**config.mk**
```make
export PLATFORM = sky130hd
export DESIGN_NAME = chrom_label_line_decoder
export DESIGN_NICKNAME = d
export VERILOG_FILES = /design/src/rtl/core/clld_pkg.sv /design/src/rtl/core/clld_front.sv /design/src/rtl/core/clld_queue.sv /design/src/rtl/core/clld_back.sv /design/src/rtl/core/chrom_label_line_decoder.sv
export SDC_FILE = /design/constraint.sdc
export NUM_CORES = 1
export LEC_CHECK = 0
export BUFFER_PORTS_ARGS = -buffer_cell sky130_fd_sc_hd__buf_2
export CAP_MARGIN = 20
export CORE_ASPECT_RATIO = 0.8
export CORE_MARGIN = 5
export CORE_UTILIZATION = 40
export DETAILED_ROUTE_END_ITERATION = 8
export GPL_TIMING_DRIVEN = 0
export REMOVE_ABC_BUFFERS = 1
export SLEW_MARGIN = 0
export SYNTH_ARGS = -nofsm -noshare
export SYNTH_HDL_FRONTEND = slang
export SYNTH_SLANG_ARGS = --single-unit
```
**constraint.sdc**
```tcl
create_clock -name clk -period 11.2 [get_ports clk]
set_clock_uncertainty 0.2 [all_clocks]
set_input_delay 1.12 -clock clk [delete_from_list [all_inputs] [get_ports clk]]
set_output_delay 1.12 -clock clk [all_outputs]
set_load 0.01 [all_outputs]
```
**src/rtl/core/clld_pkg.sv**
```systemverilog
`default_nettype none

package clld_pkg;

  typedef enum logic [2:0] {
    MODE_START,
    MODE_CODE,
    MODE_SUF0,
    MODE_SUF1,
    MODE_SUF2,
    MODE_COPY
  } mode_t;

  typedef struct packed {
    logic [7:0] data_byte;
    logic       end_of_input;
  } in_item_t;

  typedef struct packed {
    logic [7:0]  out_byte;
    logic        last;
    logic        error;
    logic [31:0] error_line;
  } out_item_t;

  localparam int CMD_BYTES = 6;

  // one front-end decision: up to six bytes or one error
  typedef struct packed {
    logic [CMD_BYTES-1:0][7:0] bytes;
    logic [2:0]                count;
    logic                      error;
    logic [31:0]               error_line;
  } cmd_t;

  localparam int QUEUE_DEPTH = 2;
  localparam int QPTR_W      = 1;
  localparam int QCNT_W      = 2;

  localparam logic [9:0] CODE_MAX         = 10'd1023;
  localparam logic [9:0] CODE_HASH        = 10'd0;
  localparam logic [9:0] CODE_LAST_NUM    = 10'd100;
  localparam logic [9:0] CODE_FIRST_SEX   = 10'd101;
  localparam logic [9:0] CODE_LAST_SEX    = 10'd105;
  localparam logic [9:0] CODE_FIRST_LTR   = 10'd106;
  localparam logic [9:0] CODE_LAST_LTR    = 10'd127;
  localparam logic [9:0] CODE_CHR         = 10'd200;
  localparam logic [9:0] CODE_NONE        = 10'd300;

  localparam logic [9:0] SUF_LETTER_LO    = 10'd100;
  localparam logic [9:0] SUF_LETTER_END   = 10'd152;
  localparam logic [9:0] SUF_RAW_LO       = 10'd200;
  localparam logic [9:0] SUF_RAW_END      = 10'd456;

  localparam logic [7:0] CH_NL    = 8'h0A;
  localparam logic [7:0] CH_TAB   = 8'h09;
  localparam logic [7:0] CH_CR    = 8'h0D;
  localparam logic [7:0] CH_SPACE = 8'h20;
  localparam logic [7:0] CH_HASH  = 8'h23;
  localparam logic [7:0] CH_DOT   = 8'h2E;
  localparam logic [7:0] CH_0     = 8'h30;
  localparam logic [7:0] CH_9     = 8'h39;
  localparam logic [7:0] CH_UA    = 8'h41;
  localparam logic [7:0] CH_LA    = 8'h61;
  localparam logic [7:0] CH_C     = 8'h63;
  localparam logic [7:0] CH_H     = 8'h68;
  localparam logic [7:0] CH_R     = 8'h72;

  function automatic logic [7:0] sex_tail(input logic [2:0] idx);
    logic [7:0] ch;
    unique case (idx)
      3'd0:    ch = 8'h58;  // X
      3'd1:    ch = 8'h59;  // Y
      3'd2:    ch = 8'h57;  // W
      3'd3:    ch = 8'h5A;  // Z
      3'd4:    ch = 8'h4D;  // M
      default: ch = 8'h00;
    endcase
    return ch;
  endfunction

endpackage

`default_nettype wire

```
**src/rtl/core/clld_front.sv**
```systemverilog
`default_nettype none

module clld_front #(
  parameter int LINE_NUMBER_BITS = 32
) (
  input  wire logic              clk,
  input  wire logic              rst_n,
  input  wire logic              in_valid,
  input  wire clld_pkg::in_item_t in_item,
  output logic                   cmd_valid,
  output clld_pkg::cmd_t         cmd
);

  clld_pkg::mode_t mode_r, mode_nxt;
  logic [9:0]  code_r, code_nxt;
  logic [9:0]  suf_r, suf_nxt;
  logic [LINE_NUMBER_BITS-1:0] line_r, line_nxt;
  logic        halted_r, halted_nxt;

  logic [7:0]  b;
  logic        at_start, active;
  logic        is_dig, is_spc, is_nl, is_dot, is_hash;
  logic [3:0]  dig;
  clld_pkg::mode_t eff_mode;
  logic [9:0]  cv;
  logic [13:0] code_prod;
  logic [9:0]  code_sat;
  logic [13:0] suf_prod;
  logic [9:0]  suf_w, suf_ltr, suf_raw;
  logic        ltr_ok, raw_ok, suf_ok;
  logic        code_delim, name_ok;
  logic [6:0]  num_v;
  logic [14:0] tens_prod;
  logic [3:0]  tens;
  logic [6:0]  ones_w;
  logic [9:0]  sex_idx, ltr_idx;
  logic [LINE_NUMBER_BITS-1:0] line_inc;
  logic [31:0] err_line;

  assign b        = in_item.end_of_input ? clld_pkg::CH_NL : in_item.data_byte;
  assign at_start = (mode_r == clld_pkg::MODE_START);
  assign active   = in_valid && !halted_r && !(in_item.end_of_input && at_start);

  assign is_dig  = (b >= clld_pkg::CH_0) && (b <= clld_pkg::CH_9);
  assign is_spc  = (b == clld_pkg::CH_SPACE) || ((b >= clld_pkg::CH_TAB) && (b <= clld_pkg::CH_CR));
  assign is_nl   = (b == clld_pkg::CH_NL);
  assign is_dot  = (b == clld_pkg::CH_DOT);
  assign is_hash = (b == clld_pkg::CH_HASH);
  assign dig     = b[3:0];

  assign eff_mode = at_start ? clld_pkg::MODE_CODE : mode_r;
  assign cv       = at_start ? 10'd0 : code_r;

  assign code_prod = {4'b0, cv} * 14'd10 + {10'b0, dig};
  assign code_sat  = (code_prod > {4'b0, clld_pkg::CODE_MAX}) ? clld_pkg::CODE_MAX
                                                              : code_prod[9:0];

  assign suf_prod = {4'b0, suf_r} * 14'd10 + {10'b0, dig};
  assign suf_w    = suf_prod[9:0];
  assign ltr_ok   = (suf_w >= clld_pkg::SUF_LETTER_LO) && (suf_w < clld_pkg::SUF_LETTER_END);
  assign raw_ok   = (suf_w >= clld_pkg::SUF_RAW_LO) && (suf_w < clld_pkg::SUF_RAW_END);
  assign suf_ok   = ltr_ok || raw_ok;
  assign suf_ltr  = suf_w - clld_pkg::SUF_LETTER_LO;
  assign suf_raw  = suf_w - clld_pkg::SUF_RAW_LO;

  assign code_delim = is_dot || is_nl || is_spc;
  assign name_ok    = (cv <= clld_pkg::CODE_LAST_LTR) || (cv == clld_pkg::CODE_CHR) ||
                      (cv == clld_pkg::CODE_NONE);

  // decimal split of code-1, exact for values below 100
  assign num_v     = cv[6:0] - 7'd1;
  assign tens_prod = {8'b0, num_v} * 15'd205;
  assign tens      = tens_prod[14:11];
  assign ones_w    = num_v - {3'b0, tens} * 7'd10;
  assign sex_idx   = cv - clld_pkg::CODE_FIRST_SEX;
  assign ltr_idx   = cv - clld_pkg::CODE_FIRST_LTR;

  assign line_inc = line_r + 1'b1;

  generate
    if (LINE_NUMBER_BITS >= 32) begin : g_line_wide
      assign err_line = line_inc[31:0];
    end else begin : g_line_narrow
      assign err_line = {{(32-LINE_NUMBER_BITS){1'b0}}, line_inc};
    end
  endgenerate

  // next state
  always_comb begin
    mode_nxt   = mode_r;
    code_nxt   = code_r;
    suf_nxt    = suf_r;
    line_nxt   = line_r;
    halted_nxt = halted_r;
    if (active) begin
      priority if (at_start && is_nl) begin
        line_nxt = line_inc;
        mode_nxt = clld_pkg::MODE_START;
      end else if (at_start && is_hash) begin
        mode_nxt = clld_pkg::MODE_COPY;
      end else begin
        unique case (eff_mode)
          clld_pkg::MODE_CODE: begin
            if (is_dig) begin
              code_nxt = code_sat;
              mode_nxt = clld_pkg::MODE_CODE;
            end else if (!code_delim || !name_ok) begin
              halted_nxt = 1'b1;
            end else if (is_dot) begin
              mode_nxt = clld_pkg::MODE_SUF0;
            end else if (is_nl) begin
              line_nxt = line_inc;
              mode_nxt = clld_pkg::MODE_START;
            end else begin
              mode_nxt = clld_pkg::MODE_COPY;
            end
          end
          clld_pkg::MODE_SUF0: begin
            if (is_dig) begin
              suf_nxt  = {6'b0, dig};
              mode_nxt = clld_pkg::MODE_SUF1;
            end else if (is_nl) begin
              line_nxt = line_inc;
              mode_nxt = clld_pkg::MODE_START;
            end else if (is_spc) begin
              mode_nxt = clld_pkg::MODE_COPY;
            end else begin
              halted_nxt = 1'b1;
            end
          end
          clld_pkg::MODE_SUF1: begin
            if (!is_dig) begin
              halted_nxt = 1'b1;
            end else begin
              suf_nxt  = suf_w;
              mode_nxt = (suf_w < 10'd10) ? clld_pkg::MODE_SUF0 : clld_pkg::MODE_SUF2;
            end
          end
          clld_pkg::MODE_SUF2: begin
            if (!is_dig || !suf_ok) begin
              halted_nxt = 1'b1;
            end else begin
              suf_nxt  = suf_w;
              mode_nxt = clld_pkg::MODE_SUF0;
            end
          end
          clld_pkg::MODE_COPY: begin
            if (is_nl) begin
              line_nxt = line_inc;
              mode_nxt = clld_pkg::MODE_START;
            end
          end
          default: mode_nxt = clld_pkg::MODE_START;
        endcase
      end
    end
  end

  // outputs
  always_comb begin
    logic [4:0][7:0] name;
    logic [2:0]      nlen;
    logic            fail;
    name      = '0;
    nlen      = 3'd0;
    fail      = 1'b0;
    cmd       = '0;
    cmd_valid = 1'b0;
    if (active && !(at_start && (is_nl || is_hash))) begin
      unique case (eff_mode)
        clld_pkg::MODE_CODE: begin
          if (!is_dig) begin
            if (!code_delim || !name_ok) begin
              fail = 1'b1;
            end else begin
              priority if (cv == clld_pkg::CODE_HASH) begin
                name[0] = clld_pkg::CH_HASH;
                nlen    = 3'd1;
              end else if (cv == clld_pkg::CODE_NONE) begin
                nlen = 3'd0;
              end else begin
                name[0] = clld_pkg::CH_C;
                name[1] = clld_pkg::CH_H;
                name[2] = clld_pkg::CH_R;
                priority if (cv <= clld_pkg::CODE_LAST_NUM) begin
                  if (num_v >= 7'd10) begin
                    name[3] = clld_pkg::CH_0 + {4'b0, tens};
                    name[4] = clld_pkg::CH_0 + {4'b0, ones_w[3:0]};
                    nlen    = 3'd5;
                  end else begin
                    name[3] = clld_pkg::CH_0 + {4'b0, ones_w[3:0]};
                    nlen    = 3'd4;
                  end
                end else if (cv <= clld_pkg::CODE_LAST_SEX) begin
                  name[3] = clld_pkg::sex_tail(sex_idx[2:0]);
                  nlen    = 3'd4;
                end else if (cv <= clld_pkg::CODE_LAST_LTR) begin
                  name[3] = clld_pkg::CH_UA + ltr_idx[7:0];
                  nlen    = 3'd4;
                end else begin
                  nlen = 3'd3;
                end
              end
              cmd.bytes = {8'h00, name};
              if (is_dot) begin
                cmd.count = nlen;
              end else begin
                cmd.bytes[nlen] = b;
                cmd.count       = nlen + 3'd1;
              end
            end
          end
        end
        clld_pkg::MODE_SUF0: begin
          if (is_nl || is_spc) begin
            cmd.bytes[0] = b;
            cmd.count    = 3'd1;
          end else if (!is_dig) begin
            fail = 1'b1;
          end
        end
        clld_pkg::MODE_SUF1: begin
          if (!is_dig) begin
            fail = 1'b1;
          end else if (suf_w < 10'd10) begin
            cmd.bytes[0] = clld_pkg::CH_0 + {4'b0, suf_w[3:0]};
            cmd.count    = 3'd1;
          end
        end
        clld_pkg::MODE_SUF2: begin
          if (!is_dig || !suf_ok) begin
            fail = 1'b1;
          end else if (ltr_ok) begin
            cmd.bytes[0] = (suf_w[0] ? clld_pkg::CH_LA : clld_pkg::CH_UA) +
                           {2'b0, suf_ltr[6:1]};
            cmd.count    = 3'd1;
          end else begin
            cmd.bytes[0] = suf_raw[7:0];
            cmd.count    = 3'd1;
          end
        end
        clld_pkg::MODE_COPY: begin
          cmd.bytes[0] = b;
          cmd.count    = 3'd1;
        end
        default: cmd.count = 3'd0;
      endcase
      if (fail) begin
        cmd            = '0;
        cmd.count      = 3'd1;
        cmd.error      = 1'b1;
        cmd.error_line = err_line;
      end
      cmd_valid = (cmd.count != 3'd0);
    end
  end

  always_ff @(posedge clk) begin
    if (!rst_n) begin
      mode_r   <= clld_pkg::MODE_START;
      code_r   <= '0;
      suf_r    <= '0;
      line_r   <= '0;
      halted_r <= 1'b0;
    end else begin
      mode_r   <= mode_nxt;
      code_r   <= code_nxt;
      suf_r    <= suf_nxt;
      line_r   <= line_nxt;
      halted_r <= halted_nxt;
    end
  end

endmodule

`default_nettype wire

```
**src/rtl/core/clld_queue.sv**
```systemverilog
`default_nettype none

module clld_queue (
  input  wire logic            clk,
  input  wire logic            rst_n,
  input  wire logic            wr_en,
  input  wire clld_pkg::cmd_t  wr_data,
  output logic                 full,
  input  wire logic            rd_en,
  output clld_pkg::cmd_t       rd_data,
  output logic                 nonempty
);

  clld_pkg::cmd_t              mem_r [clld_pkg::QUEUE_DEPTH];
  logic [clld_pkg::QPTR_W-1:0] wr_ptr_r, wr_ptr_nxt;
  logic [clld_pkg::QPTR_W-1:0] rd_ptr_r, rd_ptr_nxt;
  logic [clld_pkg::QCNT_W-1:0] count_r, count_nxt;
  logic                        do_wr, do_rd;

  assign full     = (count_r == clld_pkg::QCNT_W'(clld_pkg::QUEUE_DEPTH));
  assign nonempty = (count_r != '0);
  assign do_wr    = wr_en && !full;
  assign do_rd    = rd_en && nonempty;
  assign rd_data  = mem_r[rd_ptr_r];

  always_comb begin
    wr_ptr_nxt = wr_ptr_r;
    rd_ptr_nxt = rd_ptr_r;
    count_nxt  = count_r;
    if (do_wr) begin
      wr_ptr_nxt = (wr_ptr_r == clld_pkg::QPTR_W'(clld_pkg::QUEUE_DEPTH - 1)) ? '0
                                                                              : wr_ptr_r + 1'b1;
    end
    if (do_rd) begin
      rd_ptr_nxt = (rd_ptr_r == clld_pkg::QPTR_W'(clld_pkg::QUEUE_DEPTH - 1)) ? '0
                                                                              : rd_ptr_r + 1'b1;
    end
    if (do_wr && !do_rd) begin
      count_nxt = count_r + 1'b1;
    end else if (do_rd && !do_wr) begin
      count_nxt = count_r - 1'b1;
    end
  end

  always_ff @(posedge clk) begin
    if (do_wr) begin
      mem_r[wr_ptr_r] <= wr_data;
    end
  end

  always_ff @(posedge clk) begin
    if (!rst_n) begin
      wr_ptr_r <= '0;
      rd_ptr_r <= '0;
      count_r  <= '0;
    end else begin
      wr_ptr_r <= wr_ptr_nxt;
      rd_ptr_r <= rd_ptr_nxt;
      count_r  <= count_nxt;
    end
  end

endmodule

`default_nettype wire

```
**src/rtl/core/clld_back.sv**
```systemverilog
`default_nettype none

module clld_back (
  input  wire logic            clk,
  input  wire logic            rst_n,
  input  wire logic            head_valid,
  input  wire clld_pkg::cmd_t  head,
  output logic                 head_done,
  output logic                 empty,
  input  wire logic            pop,
  output clld_pkg::out_item_t  out_item
);

  logic [2:0]          idx_r, idx_nxt;
  logic                out_valid_r, out_valid_nxt;
  clld_pkg::out_item_t out_r, out_nxt;
  logic                load, is_last;

  assign empty    = !out_valid_r;
  assign out_item = out_r;
  assign load     = head_valid && (!out_valid_r || pop);
  assign is_last  = (idx_r == head.count - 3'd1);
  assign head_done = load && is_last;

  always_comb begin
    idx_nxt       = idx_r;
    out_nxt       = out_r;
    out_valid_nxt = out_valid_r && !pop;
    if (load) begin
      out_nxt.out_byte   = head.bytes[idx_r];
      out_nxt.last       = is_last;
      out_nxt.error      = head.error;
      out_nxt.error_line = head.error_line;
      out_valid_nxt      = 1'b1;
      idx_nxt            = is_last ? 3'd0 : idx_r + 3'd1;
    end
  end

  always_ff @(posedge clk) begin
    out_r <= out_nxt;
  end

  always_ff @(posedge clk) begin
    if (!rst_n) begin
      idx_r       <= '0;
      out_valid_r <= 1'b0;
    end else begin
      idx_r       <= idx_nxt;
      out_valid_r <= out_valid_nxt;
    end
  end

endmodule

`default_nettype wire

```
**src/rtl/core/chrom_label_line_decoder.sv**
```systemverilog
// Chromosome label line decoder. Text bytes enter through a queue-style port (push/full) and
// decoded bytes leave through another (empty/pop). The parser takes one input item per cycle
// whenever its two-entry command queue has room; every item resolves in that cycle into zero
// to six output bytes or one error. The output serializer drains one byte per cycle while the
// consumer pops, so an item that expands to k bytes holds the back end until all k are loaded,
// and the queue and output register absorb the difference. After an error transfer the block
// emits nothing further until reset, but keeps taking input.
`default_nettype none

module chrom_label_line_decoder #(
  parameter int LINE_NUMBER_BITS = 32
) (
  input  wire logic               clk,
  input  wire logic               rst_n,
  input  wire logic               push,
  output logic                    full,
  input  wire clld_pkg::in_item_t in_data,
  output logic                    empty,
  input  wire logic               pop,
  output clld_pkg::out_item_t     out_data
);

  logic           in_xfer;
  logic           cmd_valid;
  clld_pkg::cmd_t cmd;
  logic           q_full, q_nonempty, q_rd;
  clld_pkg::cmd_t q_head;

  assign full    = q_full;
  assign in_xfer = push && !q_full;

  clld_front #(
    .LINE_NUMBER_BITS(LINE_NUMBER_BITS)
  ) u_front (
    .clk      (clk),
    .rst_n    (rst_n),
    .in_valid (in_xfer),
    .in_item  (in_data),
    .cmd_valid(cmd_valid),
    .cmd      (cmd)
  );

  clld_queue u_queue (
    .clk     (clk),
    .rst_n   (rst_n),
    .wr_en   (cmd_valid),
    .wr_data (cmd),
    .full    (q_full),
    .rd_en   (q_rd),
    .rd_data (q_head),
    .nonempty(q_nonempty)
  );

  clld_back u_back (
    .clk       (clk),
    .rst_n     (rst_n),
    .head_valid(q_nonempty),
    .head      (q_head),
    .head_done (q_rd),
    .empty     (empty),
    .pop       (pop),
    .out_item  (out_data)
  );

  a_err_is_last: assert property (@(posedge clk) disable iff (!rst_n)
    (!empty && out_data.error) |-> out_data.last)
    else $error("error result without last");

  a_no_write_when_full: assert property (@(posedge clk) disable iff (!rst_n)
    !(cmd_valid && q_full))
    else $error("command written into full queue");

  a_silent_after_error: assert property (@(posedge clk) disable iff (!rst_n)
    (pop && !empty && out_data.error) |=> empty)
    else $error("result after error transfer");

  a_byte_no_line: assert property (@(posedge clk) disable iff (!rst_n)
    (!empty && !out_data.error) |-> (out_data.error_line == 32'd0))
    else $error("byte result carries error line");

endmodule

`default_nettype wire

```
# Yosys cells after proc, flatten, opt, wreduce, memory -nomap -nowiden
# Memories as Yosys holds them, arrays and structs flattened. A register that Yosys moved wholly into a read port is not among the register bits.
# Index checks and enable logic that the tools add are counted.
[totals] mem_bits_ro=0 word_cells=258 mem_bits_rw=168 latchBits=0 memories=1 regBits=106
[memory_table] name="u_queue.mem_r" words=2 width=84 rd=1 rd_clocked_by_memory_dff=1 write_ports=1 line="clld_queue.sv:14" source="clld_pkg::cmd_t mem_r [clld_pkg::QUEUE_DEPTH];"
[classes] n_addsub=21 n_mux=105 n_div=0 n_reduce_logical=57 n_eq_ne=37 n_lt_le_gt_ge=17 bitwise=2 multipliers=4 shift=0
[ops] cell="2-to-1 mux 32 bit" n=12
[ops] cell="2-to-1 mux 84 bit" n=3
[ops] cell="2-to-1 mux 8 bit" n=14
[ops] cell="2-to-1 mux 51 bit" n=2
[ops] cell="one-hot mux 32 bit (3 select lines)" n=1
[ops] cell="2-to-1 mux 40 bit" n=2
[ops] cell="2-to-1 mux 3 bit" n=25
[ops] cell="2-to-1 mux 11 bit" n=5
[ops] cell="2-to-1 mux 10 bit" n=5
[ops] cell="bitwise mux 48 bit" n=1
[ops] cell="2-to-1 mux 48 bit" n=1
[ops] cell="one-hot mux 8 bit (5 select lines)" n=1
[ops] cell="one-hot mux 7 bit (5 select lines)" n=1
[ops] cell="adder 32 x 1 -> 32 bit, second input constant" n=1
[ops] cell="less-or-equal comparator 10 x 7 -> 1 bit, second input constant" n=3
[ops] cell="one-hot mux 10 bit (3 select lines)" n=1
[ops] cell="one-hot mux 3 bit (5 select lines)" n=2
[ops] cell="binary-select mux 8 bit (select 3 bit)" n=1
[ops] cell="demux 8 bit (select 3 bit)" n=1
[ops] cell="equality test 8 x 6 -> 1 bit, second input constant" n=3
[ops] cell="2-to-1 mux 1 bit" n=22
[ops] cell="adder 6 x 4 -> 7 bit, first input constant" n=3
[ops] cell="logical AND 1 bit" n=20
[ops] cell="multiplier 7 x 8 -> 15 bit, second input constant" n=1
[ops] cell="other kinds (62)" n=112

# Longest topological paths before layout
# Gate-level depths: netlist of run 1.
[depth] ltp_word=30 ltp_mapped=30 mapped_depth_nobuf=26

# Hierarchy
# A second synthesis of run 1 with hierarchy kept.
[unflattened] hier_cells=1406 hier_area_um2=15741.3
[by_module_without_submodules] module="clld_front" cells_per_inst=1008 instances=1 seq_area_each_um2=1101.1 area_per_inst_um2=7507.2
[by_module_without_submodules] module="clld_queue" cells_per_inst=286 instances=1 seq_area_each_um2=5144.9 area_per_inst_um2=6312.3
[by_module_without_submodules] module="clld_back" cells_per_inst=111 instances=1 seq_area_each_um2=1341.3 area_per_inst_um2=1908.1
[by_module_without_submodules] module="chrom_label_line_decoder" cells_per_inst=1 instances=1 seq_area_each_um2=0.0 area_per_inst_um2=13.8

# Least setup slack after synthesis of run 1
# OpenSTA, ideal clock, no wires.
[synth_timing] path_kind="input -> register" from="input port in_data[0] (netlist bit)" to="memory u_queue.mem_r[0][0] (netlist bit) (enable)" cell_stages=18 t_required_ns=10.463 arrival_time_ns=8.269 setup_ns=0.537 path_slack_ns=2.194 cell_sequence="buf_2 > nor2_1 > inv_1 > ha_1 > fa_1 > xor2_1 > inv_1 > ha_1 > nand2b_1 > o21ai_0 > a21o_1 > a311oi_2 > nor2_1 > and3b_1 > buf_6 > o31a_1 > a41oi_2 > nor2b_1"
[synth_between] elab_chain_len=18
[synth_lines] element="start: declaration" line="chrom_label_line_decoder.sv:17" source="input wire clld_pkg::in_item_t in_data,"
[synth_lines] element="branches (longest 14 deep; another with adder 10 x 4 -> 10 bit)"
[synth_lines] element="2-to-1 mux 1 bit (*)" line="clld_front.sv:169" source="if (active && !(at_start && (is_nl || is_hash))) begin"
[synth_lines] element="logical AND 1 bit (*)" line="clld_queue.sv:22" source="assign do_wr = wr_en && !full;"
[synth_lines] element="net u_queue.do_wr" line="clld_queue.sv:18" source="logic do_wr, do_rd;"
[synth_lines] element="2-to-1 mux 1 bit (*)" line="clld_queue.sv:46" source="if (do_wr) begin"
[synth_lines] element="2-to-1 mux 1 bit (not written as such) (*)" line="clld_queue.sv:47" source="mem_r[wr_ptr_r] <= wr_data;"
[synth_lines] element="end: declaration" line="clld_queue.sv:14"
# Mark *: on every way through the listed nets, which the timed path passes. The select of a mux whose other input is x is not followed.

==> impl_results.md, run 1 <==
* Clock latency on the worst-skew pair at 0.55 ns
* Drc violations at 0
* Drt first pass iters at 8
* Worst-margin pin slew at 0.966 ns
* Crit path max fanout at 20
* Worst-case clock buffer depth at 3
* First-pass GRT wire length at between 50 and 60 mm
* Chip Width at roughly 230 µm
* Clk slew on worst S/H paths at about 0.07 ns
* Die extent in y at 185 µm
* WL per Instance at 17.3 µm
* Rows at 64
* Post-CTS setup buffer count at 0
* CTS buffer count at 31
* Initial antenna violation count at 0
* Final Critical Period at 8.44 ns
* # IOs at 57
* Sink Count at 274
* Met3 wire length at 1.61 mm
* Fin util at ~45%
* Via count at 10.4k
* Post-synthesis async set-or-reset flop share at 0%
* # setup viols final at 0
* Antenna Cells at 0
* Peak VDD IR at 0.134 mV
* Status: complete, no violations
* Share of the synthesized area in the top cell type at about two fifths
* Most frequent cells in the layout: edfxtp_1, nor2_1, ha_1
* Crit path launch type: flop
* CTS tree: built
* Hold Path Class: reg2reg
* Critical path arrival at between 8 and 9 ns
* Unrepaired setup endpoints after global routing: false
* Fin. max-slew vios at 0
* Mean Syn Cell Area at 11.4 µm²
* CTS Root Cell: clkbuf_16
* Number of global-route vias before repair at 10.2k
* Top_reg_cell synth: edfxtp_1
* Hold Buf Count CTS at 0
* CP Class: reg2reg
* Met2 wire len at around 15 mm
* Maxcap violations at 0
* Ys Warns at 0
* RD Place Congestion at 0.862
* Final period util at between 70% and 80%
* Yosys cell types at 88
* Final Hold Viols at 0
* I/O Buffers at between 50 and 60
* Post-synth EDFFs at 210
* Core area at around 0.038 mm²
* Starting Density at 40.3%
* DP Area at 0.0162 mm²
* Top Layer Used: met4
* Total GRT Usage at 15.5%
* Mapped Area at roughly 0.015 mm²
* Fill count at between 3k and 4k
* Wirelength, routed at 33.4 mm
* Die Footprint at between 0.04 and 0.05 mm²
* GRT overflow at 0
* Layout Nets at 1,530
* Share of cells above drive strength 1 at between 10% and 20%
* Finished Cell Area at 0.0172 mm²
* Synth Instances at 1,345
* Critical path endpoint category: flop
* Multi-input logic area at 0.00729 mm²
* Area Growth Syn to Fin at 12.7%
* Max Fclk at 119 MHz
* Required time of the critical path at 11.29 ns
* Post-synth top area cell: edfxtp_1
* First DRT Iteration DRCs at approximately 920
* FF/Latch Area at 0.00759 mm²
* Top post-synthesis cells by area: edfxtp_1, dfxtp_1, ha_1
* M1 WL at 16.4 mm
* Power Density at between 150 and 200 mW/mm²
* Commonest non-fill, non-tap cell in the layout: edfxtp_1
* Relative slew margins at 33.9%
* Sequential cell area fraction in the yosys report at 49.7%
* H-tree depth at 1
* DRT antenna net count at 0
* Largest net degree at the start of global routing at 55
* Post-DP HPWL at 23.6 mm
* Via-to-Cell Ratio at 5.37
* # resized after CTS at 0
* Leakage at 6.32 nW
* Seq cells post-synth at around 270
[cells by family (layout without fill, tap and decap cells)]
| group | after synthesis | after routing | share of synthesized area (%) |
|---|---|---|---|
| and+or+nand+nor | 411 | 411 | 13.0 |
| DFF | 274 | 274 | 49.7 |
| AOI/OAI and AO/OA | 241 | 241 | 10.5 |
| buffers and inverters | 121 | 189 | 3.33 |
| adders and majority gates | 106 | 106 | 9.32 |
| xor gates and xnor gates | 104 | 104 | 6.19 |
| muxes | 87 | 87 | 7.94 |
| other | 1 | 24 | 0.0245 |
[registers in the layout, summed over array words and instances (netlist names), named ones only]
name	count
u_back.out_valid_r	1
u_back.idx_r	3
u_front.halted_r	1
u_front.suf_r	9
u_queue.wr_ptr_r	1
u_queue.count_r	2
u_back.out_item	42
u_front.code_r	10
u_queue.mem_r	168
u_front.line_r	32
u_front.mode_r	3
u_queue.rd_ptr_r	1
[path summary, 6_finish.rpt]
check                                  startpoint                   end  slack (ns)  cells past startpoint
worst min register to register   u_front.suf_r[8]      u_front.suf_r[8]        0.29                      2
worst min-delay path             u_front.suf_r[8]      u_front.suf_r[8]        0.29                      2
worst max-delay path            u_front.mode_r[2]  u_queue.mem_r[0][63]        2.76                     26
worst max register to register  u_front.mode_r[2]  u_queue.mem_r[0][63]        2.76                     26
[Yosys cell counts (all sizes together), types with 4 or more instances]
cell	number
edfxtp	210
nor2	147
ha	93
nand2	80
a21oi	68
dfxtp	64
inv	64
xnor2	61
o21ai	51
clkbuf	42
xor2	41
nand3	35
mux2	34
mux2i	29
nor3	28
mux4	24
or3	22
buf	15
nand2b	15
a21o	14
o22ai	14
a211oi	13
and2	13
and3	13
fa	13
nor2b	13
a31oi	12
o21a	10
or2	9
nand4	7
nand3b	6
nor4	6
o211ai	5
o21bai	5
o31ai	5
a2111oi	4
a22oi	4
nor3b	4
[through the flow]
stage / cells / total power, mW / setup TNS [ns] / hold WS, ns / worst slack (ns)
final: 1931 / 3.02 / 0 / 0.290 / 2.76
after global routing: 1931 / 3.17 / 0 / 0.320 / 2.30
after detailed placement: 1872 / 2.09 / 0 / 0.278 / 2.88
after global placement: 1862 / 2.07 / -92.20 / 0.260 / -1.10
after CTS: 1930 / 3.05 / 0 / 0.290 / 2.78
after floorplan: 1311 / 1.82 / 0 / 0.237 / 2.38
[critical path, stage by stage (launching register included)]
cell,delay (ns)
dfxtp_1,0.74
or3_1,0.58
nand2_1,0.31
ha_1,0.41
nor3b_1,0.19
o2bb2ai_1,0.57
inv_1,0.18
ha_1,0.36
fa_1,0.48
ha_1,0.29
inv_1,0.05
fa_1,0.53
inv_1,0.05
ha_1,0.20
a21o_1,0.18
a211oi_1,0.27
o21ai_0,0.27
a21oi_1,0.38
xnor2_1,0.19
ha_1,0.18
inv_1,0.05
fa_1,0.40
xor2_1,0.18
xnor3_1,0.24
xor2_1,0.27
nand3_1,0.12
a31o_2,0.29
[where the power goes]
part           internal [mW]  total [mW]  switching, mW
combinational          0.278       0.676          0.398
sequential              1.31        1.39         0.0760
clock                  0.550       0.953          0.403
[layer usage]
metal	vias to the layer above	track usage [%]
met4	0	3.53
met1	5023	23.0
met3	45	1.95
li1	5038	-
met5	-	0
met2	264	24.5
[cell type report]
type	instances	area share, %
sequential	274	44.1
multi-input combinational	973	42.3
clock buffer	43	4.88
tap	495	3.60
timing repair buffer	67	2.98
inverter	64	1.40
clock inverter	15	0.720
(Power assumes the default switching activity.)
==> run 2: changes to the inputs <==
==> constraint.sdc (replaced) <==
create_clock -name clk -period 8.3 [get_ports clk]
set_clock_uncertainty 0.2 [all_clocks]
set_input_delay 0.83 -clock clk [delete_from_list [all_inputs] [get_ports clk]]
set_output_delay 0.83 -clock clk [all_outputs]
set_load 0.01 [all_outputs]
==> impl_results.md, run 2 (synthesis results as in run 1) <==
* Status: complete, no violations (unchanged)
* Worst-case clock buffer depth at 3 (unchanged)
* Most flop-heavy register: u_queue.mem_r (unchanged)
* Hold Slack at 0.290 ns (about the same)
* Via count at 10.4k (about the same)
* Combinational Power Share at 22.5% (was 22.4%)
* Drc violations at 0 (unchanged)
* Internal at 2.89 mW (was 2.14 mW)
* Fin worst setup slack at 0.438 ns (was 2.76 ns)
* Relative slew margins at 31.5% (was 33.9%)
* RD Place Congestion at 0.862 (unchanged)
* Largest net degree at the start of global routing at 55 (unchanged)
* Fill count at 3,527 (was 3,525)
* Area Growth Syn to Fin at 12.7% (about the same)
* Wirelength, routed at 33.4 mm (unchanged)
* DRT antenna net count at 0 (unchanged)
* Number of global-route vias before repair at 10.2k (about the same)
* Switching pwr at 1.18 mW (was 877 µW)
* Clk pwr share at 31.6% (about the same)
* Crit path max fanout at 20 (unchanged)
* I/O Buffers at 56 (unchanged)
* Share of cells above drive strength 1 at 14.5% (was 14.3%)
* M1 WL at 16.5 mm (was 16.4 mm)
* R2R cell count at 26 (unchanged)
* Chip Width at 229 µm (unchanged)
* Max reg flops at 168 (unchanged)
* Core area at 0.0380 mm² (unchanged)
* Commonest non-fill, non-tap cell in the layout: edfxtp_1 (unchanged)
* Worst reg-to-reg setup slack at 0.44 ns (was 2.76 ns)
* Switch share at 29.1% (about the same)
* Setup WS pre-CTS at -0.0180 ns (was 2.88 ns)
* Met2 wire len at 14.7 mm (about the same)
* Critical path endpoint category: flop (unchanged)
* WL per Instance at 17.3 µm (unchanged)
* CP Class: reg2reg (unchanged)
* Clk slew on worst S/H paths at 0.07 ns (about the same)
* Finished Cell Area at 0.0172 mm² (about the same)
* Clock latency on the worst-skew pair at 0.55 ns (about the same)
* Final Hold Viols at 0 (unchanged)
* Hold Crit Start: u_front.suf_r[8] (unchanged)
* Power Density at 236 mW/mm² (was 175 mW/mm²)
* Sequential share of power at 45.9% (was 46.0%)
* CTS tree: built (unchanged)
* First-pass GRT wire length at 54.3 mm (about the same)
* Die Footprint at 0.0422 mm² (unchanged)
* Crit path launch type: flop (unchanged)
* Critical path arrival at 7.96 ns (was 8.53 ns)
* # setup viols final at 0 (unchanged)
* CTS buffer count at 31 (unchanged)
* H-tree depth at 1 (unchanged)
* Layout Nets at 1,530 (unchanged)
* Initial antenna violation count at 0 (unchanged)
* Antenna Cells at 0 (unchanged)
* Maxcap violations at 0 (unchanged)
* Final period util at 94.7% (was 75.3%)
* Rows at 64 (unchanged)
* Fin. max-slew vios at 0 (unchanged)
* Starting Density at 40.3% (unchanged)
* Peak VDD IR at 0.182 mV (was 0.134 mV)
* Max Fclk at 127 MHz (was 119 MHz)
* First DRT Iteration DRCs at 945 (was 924)
* DP Area at 0.0162 mm² (unchanged)
* Worst-margin pin slew at 1.00 ns (was 0.966 ns)
* Setup TNS at 0 ns (unchanged)
* R2r endpoint: u_queue.mem_r[0][63] (unchanged)
* Die extent in y at 185 µm (unchanged)
* Sink Count at 274 (unchanged)
* Final Critical Period at 7.86 ns (was 8.44 ns)
* CTS Root Cell: clkbuf_16 (unchanged)
* Via-to-Cell Ratio at 5.39 (was 5.37)
* Post-CTS setup buffer count at 0 (unchanged)
* Required time of the critical path at 8.40 ns (was 11.29 ns)
* Hold Path Class: reg2reg (unchanged)
* Top Layer Used: met4 (unchanged)
* WHS Path Cells at 2 (unchanged)
* WHS Endpoint: u_front.suf_r[8] (unchanged)
* Post-DP HPWL at 23.6 mm (unchanged)
* Total GRT Usage at 15.5% (about the same)
* Leakage at 6.32 nW (about the same)
* # IOs at 57 (unchanged)
* Drt first pass iters at 5 (was 8)
* Reg-to-Reg Start: u_front.mode_r[2] (unchanged)
* GRT overflow at 0 (unchanged)
* Most frequent cells in the layout: edfxtp_1, nor2_1, ha_1 (unchanged)
* Met3 wire length at 1.47 mm (was 1.61 mm)
## run 2: changes by cell type in the layout (fill, tap and decap cells not counted)
cell       change
o2bb2ai_1      -1
o2bb2ai_2      +1
or3_1          -1
or3_4          +1
## run 2: layer usage
layer | GRT usage, % | vias up
met5 | 0 | -
met4 | 3.53 | 0
met3 | 1.95 | 45
met2 | 24.5 | 240
met1 | 23.0 | 5089
li1 | - | 5040
## run 2: layout make-up
type	instances	area [µm²]	area share, %
well taps	495	619	3.60
inverters	64	240	1.39
flip-flops and latches	274	7590	44.1
clock buffers	43	841	4.88
multi-input cells	973	7300	42.4
repair buffers	67	513	2.98
clock inverters	15	124	0.719
## run 2: power groups by stage
stage / clock network, mW / registers, mW / logic [mW]
final: 1.29 / 1.87 / 0.916
after global routing: 1.37 / 1.90 / 1.01
after CTS: 1.32 / 1.88 / 0.933
after detailed placement: 0 / 1.90 / 0.924
after global placement: 0 / 1.96 / 0.835
after floorplan: 0 / 1.97 / 0.495
## run 2: worst max-delay path, stage by stage (launching register included)
cell and delay (ns):
dfxtp_1 0.74, or3_4 0.37, nand2_1 0.21, ha_1 0.39, nor3b_1 0.20, o2bb2ai_2 0.37
inv_1 0.14, ha_1 0.34, fa_1 0.48, ha_1 0.29, inv_1 0.05, fa_1 0.53
inv_1 0.05, ha_1 0.20, a21o_1 0.18, a211oi_1 0.27, o21ai_0 0.27, a21oi_1 0.38
xnor2_1 0.19, ha_1 0.18, inv_1 0.05, fa_1 0.40, xor2_1 0.18, xnor3_1 0.24
xor2_1 0.27, nand3_1 0.12, a31o_2 0.29
## run 2: worst max-delay path by stage
stage | cells after the start | from | to
after floorplan | 16 | in_data[0] | u_queue.mem_r[0][0]
after global placement | 15 | in_data[3] | u_queue.mem_r[0][13]
after detailed placement | 26 | u_front.mode_r[2] | u_queue.mem_r[1][63]
after CTS | 26 | u_front.mode_r[2] | u_queue.mem_r[0][63]
after global routing | 26 | u_front.mode_r[2] | u_queue.mem_r[1][63]
final | 26 | u_front.mode_r[2] | u_queue.mem_r[0][63]
## run 2: timing repair
action,CTS,global route
setup endpoints to repair,2,4
resized for setup,1,1
hold buffers,0,0
pin swaps,0,0
## run 2: per-stage QoR
step | std cells | power, mW | util, %
after floorplan | 1311 | 2.46 | -
after global placement | 1862 | 2.79 | 42.1
after detailed placement | 1872 | 2.83 | 42.8
after CTS | 1930 | 4.13 | 45.3
after global routing | 1931 | 4.28 | 45.4
final | 1931 | 4.07 | 45.4
